**config.mk**
```make
export PLATFORM = sky130hd
export DESIGN_NAME = seeded_prng_range_draw_core
export DESIGN_NICKNAME = d
export VERILOG_FILES = /design/src/hw/rtl/sprd_pkg.sv /design/src/hw/rtl/sprd_datapath.sv /design/src/hw/rtl/sprd_ctrl.sv /design/src/hw/rtl/seeded_prng_range_draw_core.sv
export SDC_FILE = /design/constraint.sdc
export NUM_CORES = 2
export LEC_CHECK = 0
export ABC_AREA = 1
export BUFFER_PORTS_ARGS = -buffer_cell sky130_fd_sc_hd__buf_4
export CAP_MARGIN = 20
export CORE_MARGIN = 5
export CORE_UTILIZATION = 30
export DETAILED_ROUTE_END_ITERATION = 8
export GPL_TIMING_DRIVEN = 0
export SYNTH_ARGS = -nofsm -noshare
export SYNTH_HDL_FRONTEND = slang
export SYNTH_SLANG_ARGS = --single-unit
```
**constraint.sdc**
```tcl
create_clock -name clk -period 15.65 [get_ports clk]
set_input_delay 0 -clock clk [delete_from_list [all_inputs] [get_ports clk]]
set_output_delay 0 -clock clk [all_outputs]
set_load 0.02 [all_outputs]
```
**src/hw/rtl/sprd_pkg.sv**
```systemverilog
// ----------------------------------------------------------------------------
// sprd_pkg
// Shared constants and controller/datapath interface types for the
// seeded PRNG range draw core.
// ----------------------------------------------------------------------------
`default_nettype none

package sprd_pkg;

  // splitmix64 constants
  localparam logic [63:0] SM_GAMMA = 64'h9e37_79b9_7f4a_7c15;
  localparam logic [63:0] SM_MUL1  = 64'hbf58_476d_1ce4_e5b9;
  localparam logic [63:0] SM_MUL2  = 64'h94d0_49bb_1331_11eb;

  // Partial-product passes of a 64x64 (low half) multiply on a 32x32 unit
  typedef enum logic [1:0] {
    MUL_LO_LO = 2'd0,
    MUL_LO_HI = 2'd1,
    MUL_HI_LO = 2'd2
  } sprd_mul_phase_t;

  // Controller -> datapath commands
  typedef struct packed {
    logic            latch;     // capture request bounds, load seed copy
    logic            sm_add;    // splitmix accumulator += gamma
    logic            xs30;      // z ^= z >> 30
    logic            xs27;      // z ^= z >> 27
    logic            mul_en;    // one multiply pass
    sprd_mul_phase_t mul_phase;
    logic            mul_sel;   // 0: SM_MUL1, 1: SM_MUL2
    logic            store;     // write finished splitmix word
    logic [1:0]      word_idx;
    logic            step;      // xoshiro256** advance
    logic            keep_lo;   // result = range_low
    logic            div;       // one remainder bit
    logic            add_lo;    // result = range_low + remainder
    logic            out_load;  // result -> output register
  } sprd_cmd_t;

  // Datapath -> controller status
  typedef struct packed {
    logic span_one;   // bounds equal
    logic span_zero;  // full 64-bit span
  } sprd_status_t;

endpackage

`default_nettype wire

```
**src/hw/rtl/sprd_datapath.sv**
```systemverilog
// ----------------------------------------------------------------------------
// sprd_datapath
// Generator state, splitmix64 seeding unit with a shared 32x32 multiplier,
// bit-serial remainder unit and result/output registers.
// ----------------------------------------------------------------------------
`default_nettype none

module sprd_datapath (
  input  wire logic                 clk,
  input  wire logic                 rst_n,
  input  wire sprd_pkg::sprd_cmd_t  cmd,
  input  wire logic [63:0]          seed,
  input  wire logic [63:0]          range_low,
  input  wire logic [63:0]          range_high,
  output sprd_pkg::sprd_status_t    status,
  output logic [63:0]               draw_value
);

  import sprd_pkg::*;

  logic [3:0][63:0] gen_r;
  logic [63:0]      acc_r;
  logic [63:0]      z_r;
  logic [63:0]      prod_r;
  logic [63:0]      lo_r;
  logic [63:0]      span_r;
  logic [63:0]      raw_r;
  logic [63:0]      rem_r;
  logic [63:0]      res_r;
  logic [63:0]      out_r;

  logic [63:0]      acc_nxt;
  logic [63:0]      sm_word;
  logic [63:0]      mul_const;
  logic [31:0]      mul_a;
  logic [31:0]      mul_b;
  logic [63:0]      mul_p;
  logic [63:0]      prod_nxt;

  logic [63:0]      s1x5;
  logic [63:0]      s1rot;
  logic [63:0]      draw_raw;
  logic [63:0]      step_t;
  logic [63:0]      n0, n1, n2, n3;
  logic [3:0][63:0] gen_nxt;

  logic [64:0]      rem_sh;
  logic [64:0]      rem_diff;
  logic [63:0]      rem_nxt;

  // splitmix pieces
  assign acc_nxt = acc_r + SM_GAMMA;
  assign sm_word = z_r ^ (z_r >> 31);

  // Shared multiplier: operand halves picked by pass
  assign mul_const = cmd.mul_sel ? SM_MUL2 : SM_MUL1;

  always_comb begin
    mul_a = z_r[31:0];
    mul_b = mul_const[31:0];
    case (cmd.mul_phase)
      MUL_LO_LO: begin
        mul_a = z_r[31:0];
        mul_b = mul_const[31:0];
      end
      MUL_LO_HI: begin
        mul_a = z_r[31:0];
        mul_b = mul_const[63:32];
      end
      MUL_HI_LO: begin
        mul_a = z_r[63:32];
        mul_b = mul_const[31:0];
      end
      default: begin
        mul_a = z_r[31:0];
        mul_b = mul_const[31:0];
      end
    endcase
  end

  assign mul_p = 64'(mul_a) * 64'(mul_b);

  // Cross terms only contribute their low half at bit 32
  always_comb begin
    if (cmd.mul_phase == MUL_LO_LO) begin
      prod_nxt = mul_p;
    end else begin
      prod_nxt = prod_r + {mul_p[31:0], 32'd0};
    end
  end

  // xoshiro256** output and state update
  assign s1x5     = gen_r[1] + {gen_r[1][61:0], 2'b00};
  assign s1rot    = {s1x5[56:0], s1x5[63:57]};
  assign draw_raw = s1rot + {s1rot[60:0], 3'b000};
  assign step_t   = {gen_r[1][46:0], 17'd0};
  assign n2       = gen_r[2] ^ gen_r[0];
  assign n3       = gen_r[3] ^ gen_r[1];
  assign n1       = gen_r[1] ^ n2;
  assign n0       = gen_r[0] ^ n3;
  assign gen_nxt[0] = n0;
  assign gen_nxt[1] = n1;
  assign gen_nxt[2] = n2 ^ step_t;
  assign gen_nxt[3] = {n3[18:0], n3[63:19]};

  // Restoring remainder, one dividend bit per cycle
  assign rem_sh   = {rem_r, raw_r[63]};
  assign rem_diff = rem_sh - {1'b0, span_r};
  assign rem_nxt  = rem_diff[64] ? rem_sh[63:0] : rem_diff[63:0];

  // Generator state
  always_ff @(posedge clk) begin
    if (!rst_n) begin
      gen_r <= '0;
    end else if (cmd.store) begin
      gen_r[cmd.word_idx] <= sm_word;
    end else if (cmd.step) begin
      gen_r <= gen_nxt;
    end
  end

  // Working registers
  always_ff @(posedge clk) begin
    if (cmd.latch) begin
      lo_r   <= range_low;
      span_r <= range_high - range_low + 64'd1;
      acc_r  <= seed;
      res_r  <= '0;
    end
    if (cmd.sm_add) begin
      acc_r <= acc_nxt;
      z_r   <= acc_nxt;
    end
    if (cmd.xs30) begin
      z_r <= z_r ^ (z_r >> 30);
    end
    if (cmd.xs27) begin
      z_r <= z_r ^ (z_r >> 27);
    end
    if (cmd.mul_en) begin
      if (cmd.mul_phase == MUL_HI_LO) begin
        z_r <= prod_nxt;
      end else begin
        prod_r <= prod_nxt;
      end
    end
    if (cmd.step) begin
      raw_r <= draw_raw;
      res_r <= draw_raw;
      rem_r <= '0;
    end
    if (cmd.div) begin
      rem_r <= rem_nxt;
      raw_r <= {raw_r[62:0], 1'b0};
    end
    if (cmd.keep_lo) begin
      res_r <= lo_r;
    end
    if (cmd.add_lo) begin
      res_r <= lo_r + rem_r;
    end
    if (cmd.out_load) begin
      out_r <= res_r;
    end
  end

  assign status.span_one  = (span_r == 64'd1);
  assign status.span_zero = (span_r == 64'd0);
  assign draw_value       = out_r;

endmodule

`default_nettype wire

```
**src/hw/rtl/sprd_ctrl.sv**
```systemverilog
// ----------------------------------------------------------------------------
// sprd_ctrl
// Request sequencer: decodes the request, steps the datapath through
// seeding, generator advance and remainder loop, and owns the output valid.
// ----------------------------------------------------------------------------
`default_nettype none

module sprd_ctrl (
  input  wire logic                   clk,
  input  wire logic                   rst_n,
  input  wire logic                   in_valid,
  input  wire logic [1:0]             in_req_type,
  output logic                        in_stall,
  output logic                        out_valid,
  input  wire logic                   out_stall,
  input  wire sprd_pkg::sprd_status_t status,
  output sprd_pkg::sprd_cmd_t         cmd
);

  import sprd_pkg::*;

  // Request codes
  localparam logic [1:0] REQ_RESEED = 2'd0;
  localparam logic [1:0] REQ_RAW    = 2'd1;
  localparam logic [1:0] REQ_RANGE  = 2'd2;

  localparam logic [5:0] DIV_LAST  = 6'd63;
  localparam logic [1:0] WORD_LAST = 2'd3;

  typedef enum logic [3:0] {
    ST_IDLE,
    ST_CHECK,
    ST_STEP,
    ST_DIV,
    ST_ADD_LO,
    ST_SM_ADD,
    ST_SM_XS30,
    ST_SM_MUL1,
    ST_SM_XS27,
    ST_SM_MUL2,
    ST_SM_STORE,
    ST_FIN
  } state_t;

  state_t     state_r, state_nxt;
  logic [1:0] kind_r, kind_nxt;
  logic [5:0] cnt_r, cnt_nxt;
  logic [1:0] widx_r, widx_nxt;
  logic       out_valid_r, out_valid_nxt;
  logic       in_accept;

  assign in_stall  = (state_r != ST_IDLE);
  assign in_accept = in_valid && !in_stall;
  assign out_valid = out_valid_r;

  // Next state and commands
  always_comb begin
    state_nxt     = state_r;
    kind_nxt      = kind_r;
    cnt_nxt       = cnt_r;
    widx_nxt      = widx_r;
    out_valid_nxt = out_valid_r && out_stall;
    cmd           = '0;
    cmd.word_idx  = widx_r;
    cmd.mul_phase = sprd_mul_phase_t'(cnt_r[1:0]);

    unique case (state_r)
      ST_IDLE: begin
        if (in_accept) begin
          cmd.latch = 1'b1;
          kind_nxt  = in_req_type;
          widx_nxt  = '0;
          case (in_req_type)
            REQ_RESEED: state_nxt = ST_SM_ADD;
            REQ_RAW:    state_nxt = ST_STEP;
            REQ_RANGE:  state_nxt = ST_CHECK;
            default:    state_nxt = ST_FIN;
          endcase
        end
      end
      // Equal bounds return range_low without touching the generator
      ST_CHECK: begin
        if (status.span_one) begin
          cmd.keep_lo = 1'b1;
          state_nxt   = ST_FIN;
        end else begin
          state_nxt = ST_STEP;
        end
      end
      ST_STEP: begin
        cmd.step = 1'b1;
        cnt_nxt  = '0;
        if (kind_r == REQ_RANGE && !status.span_zero) begin
          state_nxt = ST_DIV;
        end else begin
          state_nxt = ST_FIN;
        end
      end
      ST_DIV: begin
        cmd.div = 1'b1;
        cnt_nxt = cnt_r + 6'd1;
        if (cnt_r == DIV_LAST) begin
          state_nxt = ST_ADD_LO;
        end
      end
      ST_ADD_LO: begin
        cmd.add_lo = 1'b1;
        state_nxt  = ST_FIN;
      end
      // splitmix64 round, once per state word
      ST_SM_ADD: begin
        cmd.sm_add = 1'b1;
        state_nxt  = ST_SM_XS30;
      end
      ST_SM_XS30: begin
        cmd.xs30  = 1'b1;
        cnt_nxt   = '0;
        state_nxt = ST_SM_MUL1;
      end
      ST_SM_MUL1: begin
        cmd.mul_en  = 1'b1;
        cmd.mul_sel = 1'b0;
        cnt_nxt     = cnt_r + 6'd1;
        if (cmd.mul_phase == MUL_HI_LO) begin
          state_nxt = ST_SM_XS27;
        end
      end
      ST_SM_XS27: begin
        cmd.xs27  = 1'b1;
        cnt_nxt   = '0;
        state_nxt = ST_SM_MUL2;
      end
      ST_SM_MUL2: begin
        cmd.mul_en  = 1'b1;
        cmd.mul_sel = 1'b1;
        cnt_nxt     = cnt_r + 6'd1;
        if (cmd.mul_phase == MUL_HI_LO) begin
          state_nxt = ST_SM_STORE;
        end
      end
      ST_SM_STORE: begin
        cmd.store = 1'b1;
        widx_nxt  = widx_r + 2'd1;
        if (widx_r == WORD_LAST) begin
          state_nxt = ST_FIN;
        end else begin
          state_nxt = ST_SM_ADD;
        end
      end
      // Hand the result over once the output register is free
      ST_FIN: begin
        if (!out_valid_r || !out_stall) begin
          cmd.out_load  = 1'b1;
          out_valid_nxt = 1'b1;
          state_nxt     = ST_IDLE;
        end
      end
      default: begin
        state_nxt = ST_IDLE;
      end
    endcase
  end

  // State and registered outputs
  always_ff @(posedge clk) begin
    if (!rst_n) begin
      state_r     <= ST_IDLE;
      kind_r      <= REQ_RESEED;
      cnt_r       <= '0;
      widx_r      <= '0;
      out_valid_r <= 1'b0;
    end else begin
      state_r     <= state_nxt;
      kind_r      <= kind_nxt;
      cnt_r       <= cnt_nxt;
      widx_r      <= widx_nxt;
      out_valid_r <= out_valid_nxt;
    end
  end

endmodule

`default_nettype wire

```
**src/hw/rtl/seeded_prng_range_draw_core.sv**
```systemverilog
// ----------------------------------------------------------------------------
// seeded_prng_range_draw_core
// xoshiro256** generator with splitmix64 seeding and ranged draws.
// ----------------------------------------------------------------------------
// One request is in work at a time; the result sits in an output register so
// the next request is taken while it waits. Request kinds: raw draw, ranged
// draw with equal bounds, ranged draw over the full 64-bit span, any other
// ranged draw (run through the remainder unit, which retires one dividend bit
// per cycle), reseed (four splitmix64 rounds, each with two 64-bit products
// built from three passes through one 32x32 multiplier) and an unused request
// code, which goes straight to the result handover. The seed register sits at
// byte address 0 of the APB port.
`default_nettype none

module seeded_prng_range_draw_core (
  input  wire logic        clk,
  input  wire logic        rst_n,
  // request channel
  input  wire logic        in_valid,
  output logic             in_stall,
  input  wire logic [1:0]  in_req_type,
  input  wire logic [63:0] in_range_low,
  input  wire logic [63:0] in_range_high,
  // result channel
  output logic             out_valid,
  input  wire logic        out_stall,
  output logic [63:0]      out_draw_value,
  // register port
  input  wire logic        psel,
  input  wire logic        penable,
  input  wire logic        pwrite,
  input  wire logic [2:0]  paddr,
  input  wire logic [63:0] pwdata,
  output logic [63:0]      prdata,
  output logic             pready
);

  import sprd_pkg::*;

  localparam logic [2:0] ADDR_SEED = 3'd0;

  logic [63:0]  seed_r;
  sprd_cmd_t    cmd;
  sprd_status_t status;

  // Seed register
  always_ff @(posedge clk) begin
    if (!rst_n) begin
      seed_r <= '0;
    end else if (psel && penable && pwrite && paddr == ADDR_SEED) begin
      seed_r <= pwdata;
    end
  end

  assign pready = 1'b1;
  assign prdata = (paddr == ADDR_SEED) ? seed_r : 64'd0;

  sprd_ctrl u_ctrl (
    .clk         (clk),
    .rst_n       (rst_n),
    .in_valid    (in_valid),
    .in_req_type (in_req_type),
    .in_stall    (in_stall),
    .out_valid   (out_valid),
    .out_stall   (out_stall),
    .status      (status),
    .cmd         (cmd)
  );

  sprd_datapath u_dp (
    .clk        (clk),
    .rst_n      (rst_n),
    .cmd        (cmd),
    .seed       (seed_r),
    .range_low  (in_range_low),
    .range_high (in_range_high),
    .status     (status),
    .draw_value (out_draw_value)
  );

endmodule

`default_nettype wire

```
Yosys cells after proc, flatten, opt, wreduce, memory -nomap -nowiden
Index checks and enable logic that the tools add are counted.
{"block": "word_totals", "out_inout_bits": 131, "regBits": 911, "input_bits": 204}
{"block": "classes", "n_reduce_logical": 31, "bitwise_logic": 9, "n_addsub": 10, "order_cmp": 2, "muxes": 56, "n_eq_ne": 24, "multipliers": 1}
{"op": "$mux W64", "n": 19}
{"op": "$mux W256", "n": 2}
{"op": "$xor A64 B64 Y64", "n": 5}
{"op": "$add A64 B64 Y64", "n": 4}
{"op": "$bwmux W256", "n": 1}
{"op": "$demux W64 S2", "n": 1}
{"op": "$sub A65 B64 Y65", "n": 1}
{"op": "$add A64 B1 Y64 const B", "n": 1}
{"op": "$add A64 B64 Y64 const B", "n": 1}
{"op": "$eq A64 B1 Y1 const B", "n": 1}
{"op": "$logic_not A64 Y1", "n": 1}
{"op": "$mul A32 B32 Y64", "n": 1}
{"op": "$mux W32", "n": 2}
{"op": "$sub A64 B64 Y64", "n": 1}
{"op": "$xor A64 B33 Y64", "n": 1}
{"op": "$xor A64 B34 Y64", "n": 1}
{"op": "$xor A64 B37 Y64", "n": 1}
{"op": "$mux W62", "n": 1}
{"op": "$pmux W4 S12", "n": 1}
{"op": "$mux W4", "n": 8}
{"op": "$mux W1", "n": 17}
{"op": "$eq A4 B3 Y1 const B", "n": 4}
{"op": "$eq A4 B4 Y1 const B", "n": 4}
{"op": "$pmux W4 S3", "n": 1}
{"op": "other kinds (26)", "n": 53}

Logic depth before layout (Yosys ltp)
{"block": "depth", "ltp_word": 9, "ltp_mapped": 53, "ltp_nobuf": 52}

Cells and area by module
Synthesis repeated with hierarchy kept, for this count alone.
{"block": "unflattened", "cells_unflattened": 13658, "hier_area_um2": 99839.5}
{"module": "sprd_datapath", "area_each_um2": 95484.1, "seq_area_each_um2": 21770.9, "n_inst": 1, "cells_per_inst": 12931}
{"module": "seeded_prng_range_draw_core", "area_each_um2": 3310.7, "seq_area_each_um2": 1281.2, "n_inst": 1, "cells_per_inst": 555}
{"module": "sprd_ctrl", "area_each_um2": 1044.8, "seq_area_each_um2": 300.3, "n_inst": 1, "cells_per_inst": 172}

Worst setup path after synthesis
Ideal clock, no wire load.
{"block": "synth_path", "path_type": "reg2reg", "from": "reg u_ctrl.state_r[1]", "to": "reg u_dp.res_r[0], enable pin", "setup_ns": 0.436, "path_buffers": 1, "arrival_time_ns": 9.196, "slack_ns": 6.018, "path_stages_with_launch": 9, "path_cell_list": "dfxtp_1 buf_2 nor2_1 inv_1 nor2_1 inv_1 nor2_1 inv_1 nand4_1"}
{"element": "start, declared", "line": "sprd_ctrl.sv:45", "source": "state_t state_r, state_nxt;"}
{"element": "start signal, assigned", "line": "sprd_ctrl.sv:173", "source": "state_r <= state_nxt;"}
{"element": "end signal, assigned", "line": "sprd_datapath.sv:149", "source": "res_r <= draw_raw;"}
{"element": "end signal, assigned", "line": "sprd_datapath.sv:157", "source": "res_r <= lo_r;"}
{"element": "end signal, assigned", "line": "sprd_datapath.sv:160", "source": "res_r <= lo_r + rem_r;"}
{"element": "end, declared", "line": "sprd_datapath.sv:29", "source": "logic [63:0] res_r;"}

Worst setup path after layout
{"block": "layout_path", "from": "reg u_ctrl.cnt_r[1]", "to": "reg u_dp.z_r[58]"}
{"block": "layout_via", "elab_chain_len": 7, "word_cells_on_any_way": 10}
{"element": "start, declared", "line": "sprd_ctrl.sv:47", "source": "logic [5:0] cnt_r, cnt_nxt;"}
{"element": "start signal, assigned", "line": "sprd_ctrl.sv:175", "source": "cnt_r <= cnt_nxt;"}
{"element": "$eq A2 B2 Y1 or $eq A2 B1 Y1 (tied branches)", "line": "sprd_datapath.sv:61, sprd_datapath.sv:141"}
{"element": "$mux W32", "line": "sprd_datapath.sv:61", "source": "case (cmd.mul_phase)"}
{"element": "$mul A32 B32 Y64", "line": "sprd_datapath.sv:81", "source": "assign mul_p = 64'(mul_a) * 64'(mul_b);"}
{"element": "$add A64 B64 Y64", "line": "sprd_datapath.sv:88", "source": "prod_nxt = prod_r + {mul_p[31:0], 32'd0};"}
{"element": "$mux W64", "line": "sprd_datapath.sv:85", "source": "if (cmd.mul_phase == MUL_LO_LO) begin"}
{"element": "$mux W64 *", "line": "sprd_datapath.sv:141", "source": "if (cmd.mul_phase == MUL_HI_LO) begin"}
{"element": "$mux W64 *", "line": "sprd_datapath.sv:140", "source": "if (cmd.mul_en) begin"}
{"element": "end signal, assigned", "line": "sprd_datapath.sv:135", "source": "z_r <= z_r ^ (z_r >> 30);"}
{"element": "end signal, assigned", "line": "sprd_datapath.sv:138", "source": "z_r <= z_r ^ (z_r >> 27);"}
{"element": "end signal, assigned", "line": "sprd_datapath.sv:142", "source": "z_r <= prod_nxt;"}
{"element": "end, declared", "line": "sprd_datapath.sv:23", "source": "logic [63:0] z_r;"}
Mark *: on every way between the ends. The rest lies on a longest branch, timed or not.
A chain may end at the register's enable or synchronous reset.

==> results.sh <==
export IMPL_cts_setup_buffers=0
export IMPL_worst_setup_path_type="flop to flop"
export IMPL_placed_cells=18000
export IMPL_min_period_over_period=0.834
export IMPL_area_growth_pct=16.4
export IMPL_num_rows=210
export IMPL_synth_top_area_share=0.169
export IMPL_dr_pass1_iters=8
export IMPL_rsz0062_at_grt="false"
export IMPL_ys_seq_area_frac=0.237
export IMPL_cp_arrival_ns=13.74
export IMPL_initialDrtViolationCount=11900
export IMPL_cp_end_kind="flop"
export IMPL_slowest_stage="clkinv_1"
export IMPL_cts_root_buffer="clkbuf_16"
export IMPL_endpoint="u_dp.z_r[58]"
export IMPL_ys_flop_type="edfxtp_1"
export IMPL_start_kind="flop"
export IMPL_maxCapViolCount=0
export IMPL_dieArea_um2=339000
export IMPL_ys_warn_count=0
export IMPL_worst_pin_slew_ns=1.28
export IMPL_critPathMaxStageDelay_ns=0.71
export IMPL_synth_edf_count=511
export IMPL_grt_overflow=0
export IMPL_cp_max_fo=11
export IMPL_final_util=0.350
export IMPL_hpwl_mm=380
export IMPL_ys_seq_elements=911
export IMPL_drc=0
export IMPL_reg2reg_slack_ns=2.60
export IMPL_wl_mm=454
export IMPL_synth_cell_types=60
export IMPL_status="completed"
export IMPL_grt_max_degree=65
export IMPL_setup_viol=0
export IMPL_rr_startpoint="u_ctrl.cnt_r[1]"
export IMPL_rr_worst_depth=42
export IMPL_synthTopCellsByArea="fa_1, edfxtp_1, ha_1"
export IMPL_cts_tree="built"
export IMPL_h_tree_depth=3
export IMPL_cts_max_path_buffers=3
export IMPL_max_freq_ghz=0.0766
export IMPL_yosysTopAreaCell="fa_1"
export IMPL_gp_congestion=1.01
export IMPL_antenna_found_initial=22
export IMPL_worst_path_dominant_cell_family="adder cells"
export IMPL_drv_slew=0
export IMPL_synth_area_um2=98300
export IMPL_cp_startpoint="u_ctrl.cnt_r[1]"
export IMPL_hold_class="primary input to flop"
export IMPL_cp_num_cells=42
export IMPL_grt_pass1_wl_mm=649
export IMPL_finalNonFillerCells=18600
export IMPL_numPortBuffers=332
export IMPL_cts_sinks=911
export IMPL_ant_nets=0
export IMPL_die_h_um=583
export IMPL_cts_resized=0
export IMPL_r2r_end="u_dp.z_r[58]"
export IMPL_hold_viol=0
export IMPL_fin_skew_ns=0.111
export IMPL_num_vias=97600
export IMPL_post_drt_wl_per_cell_um=24.4
export IMPL_hp_start="in_range_low[35]"
export IMPL_max_slew_margin=0.145
export IMPL_cp_data_required_time_ns=16.34
export IMPL_core_area_um2=327000
export IMPL_viasPerCell=5.25
export IMPL_finalCriticalPeriod_ns=13.05
export IMPL_clk_pin_slew_worst_paths_ns=0.07
export IMPL_final_common_cell="nand2_1"
export IMPL_syn_avg_cell_area_um2=7.41
export IMPL_hold_slack_ns=0.0599
export IMPL_async_flop_share=0
export IMPL_mostFrequentLayoutCells="nand2_1, inv_1, nor2_1"
export IMPL_initial_utilization=0.301
export IMPL_critPathBufInv=13
export IMPL_syn_nets=15100
export IMPL_num_io_pins=335
export IMPL_fp_dieW_um=583
export IMPL_insertion_delay_ns=0.82
export IMPL_cts_buffers_inserted=104
export IMPL_finalNetCount=15900
export IMPL_drive_gt1_frac=0.0487
export IMPL_synthCells=13300
export IMPL_grt_total_usage=0.259
export IMPL_grt_pass1_vias=94100
[sequential cells by signal (all words and copies together) (netlist names), 64 cells and up]
register         cells
u_dp.lo_r           64
u_dp.acc_r          64
u_dp.draw_value     64
u_dp.gen_r         256
u_dp.raw_r          64
u_dp.z_r            64
seed_r              64
u_dp.span_r         64
u_dp.prod_r         64
u_dp.res_r          64
u_dp.rem_r          64
[kinds of logic (layout without fill, tap and decap cells)]
group,count (synthesis),after routing,share of synthesized area
buffers and inverters,2656,3612,0.103
other,1,12,0.0000381
AND/OR/NAND/NOR,5055,5055,0.208
AO/OA/AOI/OAI,2570,2570,0.142
adder cells (fa/ha/maj),1580,1580,0.265
XOR/XNOR,507,507,0.0452
flip-flops,911,911,0.237
[per-stage QoR]
step	setup TNS (ns)	worst slack, ns	instance area [um2]
6_report	0	2.60	114000
5_1_grt	0	2.41	114000
4_1_cts	0	2.90	114000
3_5_place_dp	0	2.98	107000
3_3_place_gp	-186.82	-1.76	106000
2_1_floorplan	0	6.02	98300
[synth_stat cells, types with 11 or more instances]
cell	count
fa_1	832
ha_1	748
buf_1	33
o211ai_1	32
a21boi_0	14
o21ai_0	903
a31oi_1	122
clkbuf_1	291
inv_2	30
nor2_1	1742
xnor2_1	270
nor4_1	48
edfxtp_1	511
a21o_1	46
o21ai_1	64
a22oi_1	42
a21oi_1	1131
nand3_1	506
o21bai_1	69
dfxtp_1	400
a221oi_1	37
buf_2	44
and2_1	11
or2_2	33
nor3_1	101
nand4_1	91
a211oi_1	21
inv_1	2240
nand2_1	2455
o2111ai_1	24
nand3b_1	39
xor2_1	237
o21a_1	35
[worst min path at each step]
stage / depth (start not counted) / slack (ns) / end
5_1_grt: 2 / 0.02 / u_dp.lo_r[35]
3_3_place_gp: 1 / 0.19 / u_dp.lo_r[27]
3_5_place_dp: 1 / 0.19 / u_dp.lo_r[28]
6_report: 2 / 0.06 / u_dp.lo_r[35]
2_1_floorplan: 0 / 0.1 / u_dp.lo_r[0]
4_1_cts: 2 / 0.005 / u_dp.lo_r[35]
[layout make-up]
cell class,count,area [um2]
antenna,11,27.5
fill,34800,212000
tap,4346,5440
clock buffer,144,2940
multi-input combinational,9713,65000
sequential,911,23400
timing repair buffer,762,6970
clock inverter,50,664
inverter,2279,8550
buffer,377,1530
[timing repair]
action	CTS	global route
endpoints found under the hold margin	252	0
setup endpoints to repair	0	0
hold buffers	383	0
[metal layers]
layer	vias up	wire, um	GRT usage
met3	727	49200	0.0631
met1	47100	197000	0.364
met4	6	20000	0.0948
met5	-	41	0
met2	5162	188000	0.383
li1	44600	-	-
Power is left out: the tool's default activity adds up to more than one toggle a clock period on the data nets, which glitch-free logic cannot reach.
